==> src/sv/pcxrle_pkg.sv <==
package pcxrle_pkg;

	localparam int RegAddrW = 5;
	localparam int RegIdxW  = 3;

	localparam logic [RegIdxW-1:0] REG_RLE_ENABLE    = 3'd0;
	localparam logic [RegIdxW-1:0] REG_BPS_CODE      = 3'd1;
	localparam logic [RegIdxW-1:0] REG_NUM_PLANES    = 3'd2;
	localparam logic [RegIdxW-1:0] REG_BYTES_PER_LN  = 3'd3;
	localparam logic [RegIdxW-1:0] REG_IMAGE_WIDTH   = 3'd4;
	localparam logic [RegIdxW-1:0] REG_IMAGE_HEIGHT  = 3'd5;
	localparam logic [RegIdxW-1:0] REG_GRAY_EXPAND   = 3'd6;

	localparam logic [1:0] RUN_CODE_TAG = 2'b11;

	typedef enum logic [1:0] {
		ST_IDLE,
		ST_RUN,
		ST_FLUSH
	} state_t;

	function automatic logic [63:0] unpack_samples(
		input logic [7:0] value,
		input logic [1:0] code,
		input logic       gray,
		input logic [3:0] nvalid
	);
		logic [63:0] packed_s;
		logic [7:0]  sh;
		logic [7:0]  lane;
		packed_s = '0;
		for (int i = 0; i < 8; i++) begin
			sh = value << (i << code);
			case (code)
				2'd0: lane = gray ? {8{sh[7]}} : {7'd0, sh[7]};
				2'd1: lane = gray ? {4{sh[7:6]}} : {6'd0, sh[7:6]};
				2'd2: lane = gray ? {2{sh[7:4]}} : {4'd0, sh[7:4]};
				default: lane = sh;
			endcase
			if (4'(i) < nvalid) begin
				packed_s[8*i +: 8] = lane;
			end
		end
		return packed_s;
	endfunction

endpackage

==> src/sv/pcx_rle_scanline_decoder.sv <==
// Channel   Direction  Handshake            Payload
// config    in/out     psel/penable/pready  paddr, pwdata, prdata
// request   in         in_valid/in_stall    cmd, data_byte
// result    out        out_valid/out_stall  row, plane, first_column, valid_samples,
//                                           samples, last_of_run, image_done
// A start command or count code is taken without leaving idle. A literal, or a run of n
// copies, makes one placement per cycle through the shared placement unit unless a stall
// holds it, then releases the held final result.
// in_stall is high while a request is being expanded; out_stall pauses placement only
// when a held result must move to the full output register.
// arst_n clears position, sequencer and valids and loads register defaults.
module pcx_rle_scanline_decoder
	import pcxrle_pkg::*;
(
	input  logic                clk,
	input  logic                arst_n,
	input  logic                psel,
	input  logic                penable,
	input  logic                pwrite,
	input  logic [RegAddrW-1:0] paddr,
	input  logic [31:0]         pwdata,
	output logic [31:0]         prdata,
	output logic                pready,
	input  logic                in_valid,
	output logic                in_stall,
	input  logic                cmd,
	input  logic [7:0]          data_byte,
	output logic                out_valid,
	input  logic                out_stall,
	output logic [15:0]         row,
	output logic [1:0]          plane,
	output logic [15:0]         first_column,
	output logic [3:0]          valid_samples,
	output logic [63:0]         samples,
	output logic                last_of_run,
	output logic                image_done
);

	logic        rle_enable_q;
	logic [1:0]  bps_code_q;
	logic [2:0]  num_planes_q;
	logic [15:0] bytes_per_line_q;
	logic [15:0] image_width_q;
	logic [15:0] image_height_q;
	logic        gray_expand_q;

	logic        awaiting_q;
	logic [5:0]  stored_cnt_q;
	logic [15:0] bil_q;
	logic [1:0]  plane_idx_q;
	logic [15:0] row_idx_q;
	logic        finished_q;

	state_t      state_q, state_d;
	logic [5:0]  remain_q;
	logic [7:0]  value_q;

	logic        pend_vld_q;
	logic [15:0] pend_row_q;
	logic [1:0]  pend_plane_q;
	logic [15:0] pend_first_q;
	logic [3:0]  pend_nvalid_q;
	logic [63:0] pend_samples_q;
	logic        pend_done_q;

	logic        out_vld_q;
	logic [15:0] out_row_q;
	logic [1:0]  out_plane_q;
	logic [15:0] out_first_q;
	logic [3:0]  out_nvalid_q;
	logic [63:0] out_samples_q;
	logic        out_last_q;
	logic        out_done_q;

	logic                cfg_wr;
	logic [RegIdxW-1:0]  cfg_idx;

	logic [2:0]  eff_planes;
	logic [15:0] eff_height;

	logic        in_acc;
	logic        pos_ok;
	logic        code_case;
	logic        run_case;
	logic        lit_case;
	logic        launch;

	logic [18:0] first;
	logic [3:0]  spb;
	logic        vis;
	logic [18:0] diff;
	logic [3:0]  nvalid;
	logic [63:0] samples_new;
	logic        done_new;
	logic [16:0] bil_inc;
	logic [2:0]  plane_inc;
	logic [16:0] row_inc;
	logic        bil_wrap;
	logic        plane_wrap;
	logic        row_wrap;

	logic        out_free;
	logic        blocked;
	logic        run_step;
	logic        run_end;
	logic        flush_go;
	logic        load_out;

	assign cfg_idx = paddr[RegAddrW-1:2];
	assign cfg_wr  = psel && penable && pwrite;
	assign pready  = 1'b1;

	always_comb begin
		case (cfg_idx)
			REG_RLE_ENABLE:   prdata = {31'd0, rle_enable_q};
			REG_BPS_CODE:     prdata = {30'd0, bps_code_q};
			REG_NUM_PLANES:   prdata = {29'd0, num_planes_q};
			REG_BYTES_PER_LN: prdata = {16'd0, bytes_per_line_q};
			REG_IMAGE_WIDTH:  prdata = {16'd0, image_width_q};
			REG_IMAGE_HEIGHT: prdata = {16'd0, image_height_q};
			REG_GRAY_EXPAND:  prdata = {31'd0, gray_expand_q};
			default:          prdata = '0;
		endcase
	end

	always_ff @(posedge clk or negedge arst_n) begin
		if (!arst_n) begin
			rle_enable_q     <= 1'b1;
			bps_code_q       <= 2'd3;
			num_planes_q     <= 3'd1;
			bytes_per_line_q <= 16'd1;
			image_width_q    <= 16'd1;
			image_height_q   <= 16'd1;
			gray_expand_q    <= 1'b0;
		end else if (cfg_wr) begin
			case (cfg_idx)
				REG_RLE_ENABLE:   rle_enable_q     <= pwdata[0];
				REG_BPS_CODE:     bps_code_q       <= pwdata[1:0];
				REG_NUM_PLANES:   num_planes_q     <= pwdata[2:0];
				REG_BYTES_PER_LN: bytes_per_line_q <= pwdata[15:0];
				REG_IMAGE_WIDTH:  image_width_q    <= pwdata[15:0];
				REG_IMAGE_HEIGHT: image_height_q   <= pwdata[15:0];
				REG_GRAY_EXPAND:  gray_expand_q    <= pwdata[0];
				default: ;
			endcase
		end
	end

	always_comb begin
		if (num_planes_q == 3'd0) begin
			eff_planes = 3'd1;
		end else if (num_planes_q > 3'd4) begin
			eff_planes = 3'd4;
		end else begin
			eff_planes = num_planes_q;
		end
	end
	assign eff_height = (image_height_q == 16'd0) ? 16'd1 : image_height_q;

	// request decode
	assign in_acc    = in_valid && !in_stall;
	assign pos_ok    = !finished_q && (row_idx_q < eff_height);
	assign run_case  = rle_enable_q && awaiting_q;
	assign code_case = rle_enable_q && !awaiting_q && (data_byte[7:6] == RUN_CODE_TAG);
	assign lit_case  = !run_case && !code_case;
	assign launch    = !cmd && pos_ok && ((run_case && stored_cnt_q != 6'd0) || lit_case);

	// shared placement unit
	assign spb   = 4'd8 >> bps_code_q;
	assign first = {bil_q, 3'd0} >> bps_code_q;
	assign vis   = first < {3'd0, image_width_q};
	assign diff  = {3'd0, image_width_q} - first;
	assign nvalid = (diff > {15'd0, spb}) ? spb : diff[3:0];
	assign samples_new = unpack_samples(value_q, bps_code_q, gray_expand_q, nvalid);
	assign done_new = ({1'b0, row_idx_q} + 17'd1 >= {1'b0, eff_height})
		&& ({1'b0, plane_idx_q} + 3'd1 >= eff_planes)
		&& ({1'b0, first} + {16'd0, spb} >= {4'd0, image_width_q});

	assign bil_inc    = {1'b0, bil_q} + 17'd1;
	assign plane_inc  = {1'b0, plane_idx_q} + 3'd1;
	assign row_inc    = {1'b0, row_idx_q} + 17'd1;
	assign bil_wrap   = bil_inc >= {1'b0, bytes_per_line_q};
	assign plane_wrap = plane_inc >= eff_planes;
	assign row_wrap   = row_inc >= {1'b0, eff_height};

	assign out_free = !out_vld_q || !out_stall;
	assign blocked  = vis && pend_vld_q && !out_free;

	// sequencer
	always_comb begin
		state_d = state_q;
		case (state_q)
			ST_IDLE:  if (in_acc && launch) state_d = ST_RUN;
			ST_RUN:   if (run_end) state_d = ST_FLUSH;
			ST_FLUSH: if (flush_go) state_d = ST_IDLE;
			default:  state_d = ST_IDLE;
		endcase
	end

	always_comb begin
		in_stall = (state_q != ST_IDLE);
		run_step = (state_q == ST_RUN) && !blocked;
		run_end  = run_step && ((remain_q == 6'd1) || (bil_wrap && plane_wrap && row_wrap));
		flush_go = (state_q == ST_FLUSH) && (!pend_vld_q || out_free);
		load_out = (run_step && vis && pend_vld_q) || (flush_go && pend_vld_q);
	end

	always_ff @(posedge clk or negedge arst_n) begin
		if (!arst_n) begin
			state_q <= ST_IDLE;
		end else begin
			state_q <= state_d;
		end
	end

	// position and run control
	always_ff @(posedge clk or negedge arst_n) begin
		if (!arst_n) begin
			awaiting_q   <= 1'b0;
			stored_cnt_q <= '0;
			bil_q        <= '0;
			plane_idx_q  <= '0;
			row_idx_q    <= '0;
			finished_q   <= 1'b0;
			remain_q     <= '0;
		end else if (in_acc) begin
			if (cmd) begin
				awaiting_q   <= 1'b0;
				stored_cnt_q <= '0;
				bil_q        <= '0;
				plane_idx_q  <= '0;
				row_idx_q    <= '0;
				finished_q   <= 1'b0;
			end else if (!finished_q && !pos_ok) begin
				finished_q <= 1'b1;
			end else if (pos_ok) begin
				if (code_case) begin
					stored_cnt_q <= data_byte[5:0];
					awaiting_q   <= 1'b1;
				end else begin
					awaiting_q <= 1'b0;
					remain_q   <= run_case ? stored_cnt_q : 6'd1;
				end
			end
		end else if (run_step) begin
			remain_q <= remain_q - 6'd1;
			if (bil_wrap) begin
				bil_q <= '0;
				if (plane_wrap) begin
					plane_idx_q <= '0;
					row_idx_q   <= row_inc[15:0];
					if (row_wrap) begin
						finished_q <= 1'b1;
					end
				end else begin
					plane_idx_q <= plane_inc[1:0];
				end
			end else begin
				bil_q <= bil_inc[15:0];
			end
		end
	end

	always_ff @(posedge clk) begin
		if (in_acc) begin
			value_q <= data_byte;
		end
	end

	// hold the newest result until the next one or the end of the run
	always_ff @(posedge clk or negedge arst_n) begin
		if (!arst_n) begin
			pend_vld_q <= 1'b0;
		end else if (run_step && vis) begin
			pend_vld_q <= 1'b1;
		end else if (flush_go) begin
			pend_vld_q <= 1'b0;
		end
	end

	always_ff @(posedge clk) begin
		if (run_step && vis) begin
			pend_row_q     <= row_idx_q;
			pend_plane_q   <= plane_idx_q;
			pend_first_q   <= first[15:0];
			pend_nvalid_q  <= nvalid;
			pend_samples_q <= samples_new;
			pend_done_q    <= done_new;
		end
	end

	always_ff @(posedge clk or negedge arst_n) begin
		if (!arst_n) begin
			out_vld_q <= 1'b0;
		end else if (load_out) begin
			out_vld_q <= 1'b1;
		end else if (!out_stall) begin
			out_vld_q <= 1'b0;
		end
	end

	always_ff @(posedge clk) begin
		if (load_out) begin
			out_row_q     <= pend_row_q;
			out_plane_q   <= pend_plane_q;
			out_first_q   <= pend_first_q;
			out_nvalid_q  <= pend_nvalid_q;
			out_samples_q <= pend_samples_q;
			out_done_q    <= pend_done_q;
			out_last_q    <= (state_q == ST_FLUSH);
		end
	end

	assign out_valid     = out_vld_q;
	assign row           = out_row_q;
	assign plane         = out_plane_q;
	assign first_column  = out_first_q;
	assign valid_samples = out_nvalid_q;
	assign samples       = out_samples_q;
	assign last_of_run   = out_last_q;
	assign image_done    = out_done_q;

endmodule
==> config.mk <==
export PLATFORM = sky130hd
export DESIGN_NAME = pcx_rle_scanline_decoder
export DESIGN_NICKNAME = d
export VERILOG_FILES = /design/src/sv/pcxrle_pkg.sv /design/src/sv/pcx_rle_scanline_decoder.sv
export SDC_FILE = /design/constraint.sdc
export NUM_CORES = 1
export LEC_CHECK = 0
export BUFFER_PORTS_ARGS = -buffer_cell sky130_fd_sc_hd__buf_2
export CORE_MARGIN = 2
export CORE_UTILIZATION = 54
export DETAILED_ROUTE_END_ITERATION = 6
export PLACE_DENSITY_LB_ADDON = 0.05
export SLEW_MARGIN = 20
export SYNTH_ARGS = -nofsm -noshare
export SYNTH_HDL_FRONTEND = slang
export SYNTH_SLANG_ARGS = --single-unit
export TNS_END_PERCENT = 1
==> constraint.sdc <==
create_clock -name clk -period 12.45 [get_ports clk]
set_input_delay 2.49 -clock clk [delete_from_list [all_inputs] [get_ports clk]]
set_output_delay 2.49 -clock clk [all_outputs]
set_load 0.1 [all_outputs]
==> impl_results.rst <==
.. list-table::
   :header-rows: 1

   * - Metric
     - Value
   * - Fill cells
     - 2703
   * - RSZ-0062 raised after global routing
     - no
   * - Maximum buffer depth of the clock tree
     - 3
   * - Leading post-synthesis cells by instance count
     - 215 x sky130_fd_sc_hd__edfxtp_1, 163 x sky130_fd_sc_hd__nand2_1, 125 x sky130_fd_sc_hd__nor2_1, 101 x sky130_fd_sc_hd__ha_1, 101 x sky130_fd_sc_hd__o21ai_0
   * - Maximum level of the CTS H-tree
     - 2
   * - Yosys warning total
     - 0
   * - Final Slew Violations
     - 0
   * - Routability congestion estimate
     - 0.955
   * - Via count
     - 13600
   * - Netlist Area Pre-Place
     - 18000 µm²
   * - Standby leakage power
     - 8.68 nW
   * - Endpoints failing hold
     - 0
   * - Pwr per Cell Area
     - 282 nW/µm²
   * - Most common cell in the netlist
     - sky130_fd_sc_hd__edfxtp_1
   * - CTS tree
     - yes
   * - Synth Area per Inst
     - 10.6 µm²
   * - Hold WC Path Type
     - reg2reg
   * - Final worst path period need
     - 6.99 ns
   * - Number of nets in the final layout
     - 1974
   * - Total number of placement rows
     - 66
   * - Fin util
     - 0.622
   * - Async S/R FF share, synth
     - 0.332
   * - Source-to-sink clock delay at the later pin of the worst-skew pair
     - 0.53 ns
   * - Setup Crit Path Kind
     - in2out
   * - Basic-gate share of the synthesized area counting and, or, nand and nor cells
     - 0.140
   * - Final setup viols
     - 0
   * - Worst Hold End
     - row[4]
   * - Biggest area contributors in the synthesized netlist
     - sky130_fd_sc_hd__edfxtp_1 36%, sky130_fd_sc_hd__dfrtp_1 14%, sky130_fd_sc_hd__ha_1 7.0%, sky130_fd_sc_hd__nand2_1 3.4%, sky130_fd_sc_hd__o21ai_0 2.8%
   * - TritonCTS sink count
     - 322
   * - Area occupied by multi-input gates
     - 8110 µm²
   * - GR peak layer
     - met1
   * - Maximum number of pins on one net before global-route repair
     - 77
   * - Die height
     - 186 µm
   * - Tot GR Track Use
     - 0.274
   * - Area growth, synth to finish
     - 13.0%
   * - Ratio of cells with drive above 1 in the final layout
     - 0.172
   * - Number of global-route vias before repair
     - 12900
   * - Fraction of post-synthesis cell area in the top cell type by area
     - 0.359
   * - Sequential-to-total area share from yosys stat
     - 0.508
   * - Maximum capacitance violations
     - 0
   * - Number of resized instances in the post-cts repair step
     - 0
   * - Data required time at the worst endpoint
     - 9.96 ns
   * - Worst path arrival time
     - 4.50 ns
   * - Reg2Reg Setup Slack
     - 6.07 ns
   * - Startpoint type of the worst setup path
     - input pin
   * - Detailed-route wire length
     - 47.8 mm
   * - Initial core utilization
     - 0.550
   * - Core area
     - 32700 µm²
   * - Number of hold-repair buffers added at the cts stage
     - 0
   * - Synthesized instance count
     - 1690
   * - Quantity of I/O buffers inserted on ports
     - 156
   * - Clock buffers created by TritonCTS
     - 34
   * - Count of antenna diodes in the layout
     - 0
   * - Result of the run
     - complete, no violations
   * - Worst vdd rail ir drop
     - 0.266 mV
   * - Cell seen most often among critical-path stages
     - sky130_fd_sc_hd__buf_2
   * - Router iterations before antenna repair
     - 6
   * - Library cell used as clock root buffer
     - sky130_fd_sc_hd__clkbuf_16
   * - Met3 routing resource usage after global routing
     - 0.0715
   * - Fraction of met1 tracks used by global routing
     - 0.424
   * - Number of buffers added for setup after CTS
     - 0
   * - Clock slew at the register clock pins of the worst setup and hold paths
     - 0.06 ns
   * - Critical Path Slowest Stage Cell
     - sky130_fd_sc_hd__and2_0
   * - Vias per cell
     - 5.96
   * - CP max stage delay
     - 0.73 ns
   * - Adder-cell share of the synthesized area
     - 0.0725
   * - Flip-flop and latch count after synthesis
     - 322
   * - Number of antenna violations at the first check in global routing
     - 0
   * - Sum Neg Setup Slack
     - 0 ns
   * - Area of the die
     - 34800 µm²
   * - Startpoint of the tightest hold check path
     - pend_row_q[4]
   * - Detailed-route wire length per cell
     - 20.9 µm
   * - Residual overflow from global routing
     - 0
   * - Count of routing violations after the opening detailed-route iteration
     - 1260
   * - Top achievable clock speed
     - 0.143 GHz
   * - EDFF count, synth
     - 215
   * - Final worst path period share
     - 0.562
   * - Predominant post-synthesis flop cell
     - sky130_fd_sc_hd__edfxtp_1
   * - Highest net fanout along the worst path
     - 25
   * - Crit-path cells
     - buf_2 > and2_0 > nand2_1 > o21ai_0 > buf_2
   * - Storage element area
     - 9140 µm²
   * - Global-route wire length before repair
     - 74.6 mm
   * - Main combinational cell family by area after synthesis
     - compound AO/OA/AOI/OAI gates
   * - Proportion of synthesized area in mux cells
     - 0.0632
   * - DPL Wire Length
     - 35.7 mm
   * - Num ports
     - 192
   * - Type of destination of the critical path
     - primary output
   * - Worst Tran Pin Value
     - 1.10 ns
   * - Global routing met2 resource utilization
     - 0.378
   * - Remaining design rule violation count
     - 0
   * - Die X
     - 186 µm
   * - Worst Hold Depth
     - 0
   * - Xor and xnor fraction of the mapped netlist area
     - 0.0239
   * - Area fraction in compound gates after synthesis
     - 0.146
   * - Capture point of the worst reg-to-reg path
     - pend_samples_q[46]
   * - Largest clock skew in the final design
     - 0.0241 ns
   * - Worst slew margin
     - 0.259
   * - Worst reg2reg startpoint
     - bps_code_q[0]
   * - Worst reg-to-reg path cell count
     - 16
   * - Remaining antenna violation count after routing
     - 0
   * - Library cell occupying the most area in the post-synthesis netlist
     - sky130_fd_sc_hd__edfxtp_1
   * - Unique cell type count in the Yosys netlist
     - 79
layout make-up:
| class | instances | share of cell area |
|---|---|---|
| Tap cell | 442 | 0.0272 |
| Clock inverter | 18 | 0.0113 |
| Multi-Input combinational cell | 1186 | 0.399 |
| Sequential cell | 322 | 0.450 |
| Inverter | 101 | 0.0187 |
| Timing Repair Buffer | 173 | 0.0448 |
| Clock buffer | 44 | 0.0493 |
cell usage in the layout (no fill, tap or decap), types with 8 or more instances in the layout:
master,instances
sky130_fd_sc_hd__edfxtp_1,215
sky130_fd_sc_hd__nand2_1,163
sky130_fd_sc_hd__buf_2,155
sky130_fd_sc_hd__nor2_1,124
sky130_fd_sc_hd__ha_1,101
sky130_fd_sc_hd__o21ai_0,100
sky130_fd_sc_hd__dfrtp_1,100
sky130_fd_sc_hd__inv_1,98
sky130_fd_sc_hd__a21oi_1,92
sky130_fd_sc_hd__mux2i_1,47
sky130_fd_sc_hd__mux2_2,43
sky130_fd_sc_hd__a21o_1,42
sky130_fd_sc_hd__nor3_1,37
sky130_fd_sc_hd__clkbuf_16,37
sky130_fd_sc_hd__xnor2_1,33
sky130_fd_sc_hd__nand4_1,32
sky130_fd_sc_hd__nand3_1,31
sky130_fd_sc_hd__a211oi_1,23
sky130_fd_sc_hd__nand2b_1,21
sky130_fd_sc_hd__a22o_1,21
sky130_fd_sc_hd__nor2b_1,20
sky130_fd_sc_hd__a31oi_1,19
sky130_fd_sc_hd__buf_4,18
sky130_fd_sc_hd__conb_1,17
sky130_fd_sc_hd__xor2_1,16
sky130_fd_sc_hd__and3_1,15
sky130_fd_sc_hd__o211ai_1,13
sky130_fd_sc_hd__and4_1,12
sky130_fd_sc_hd__a22oi_1,10
sky130_fd_sc_hd__and2_1,9
sky130_fd_sc_hd__a32oi_1,9
sky130_fd_sc_hd__o21a_1,8
sky130_fd_sc_hd__o22ai_1,8
sky130_fd_sc_hd__nor4_1,8
registers in the layout (all words and copies together), names as in the netlist, 3 cells and up:
name              flops
pend_samples_q       64
samples              64
bil_q                16
bytes_per_line_q     16
first_column         16
image_height_q       16
image_width_q        16
pend_first_q         16
pend_row_q           16
row                  16
row_idx_q            16
value_q               8
remain_q              6
stored_cnt_q          6
pend_nvalid_q         4
valid_samples         4
num_planes_q          3
worst max-delay path, delay by kind of cell:
kind,cells,cell delay (ns)
buffers and inverters,2,1.00
AO/OA/AOI/OAI,1,0.15
AND/OR/NAND/NOR,2,0.84
how the worst max path moves through the flow:
stage | from | to
4_1_cts | paddr[2] | prdata[15]
3_3_place_gp | paddr[2] | prdata[14]
3_5_place_dp | paddr[2] | prdata[15]
5_1_grt | paddr[2] | prdata[15]
2_1_floorplan | bps_code_q[1] | first_column[0]
6_report | paddr[2] | prdata[15]
through the flow:
| stage | total power [mW] | hold slack [ns] | cells | instance area [µm²] | worst slack, ns |
|---|---|---|---|---|---|
| CTS | 5.73 | 0.417 | 2286 | 20300 | 5.49 |
| floorplan | 4.10 | 0.400 | 1705 | 18000 | 0.916 |
| finish | 5.72 | 0.414 | 2286 | 20300 | 5.46 |
| global route | 5.99 | 0.416 | 2286 | 20300 | 5.35 |
| global placement | 4.60 | 0.400 | 2224 | 19100 | 5.53 |
| detailed placement | 4.63 | 0.405 | 2224 | 19100 | 5.50 |
power breakdown:
group	leakage (nW)	internal [mW]	switching, mW	total, mW
combinational	4.65	0.517	2.26	2.78
clock	0.614	0.676	0.414	1.09
sequential	3.41	1.67	0.186	1.86
per-layer routing:
metal  wire, µm  share of wire  vias up
met5          0              0        -
met3       4370          0.092       69
li1           -              -     6462
met2      19200           0.40      557
met1      23100           0.48     6547
met4       1050          0.022        0
cell families after synthesis:
| logic type | after synthesis |
|---|---|
| other | 2 |
| XOR/XNOR | 49 |
| buffers and inverters | 197 |
| AO/OA/AOI/OAI | 401 |
| multiplexers | 99 |
| AND/OR/NAND/NOR | 517 |
| flip-flops | 322 |
| adder cells (fa/ha/maj) | 103 |
No activity file was read; power rests on OpenSTA's default activity.
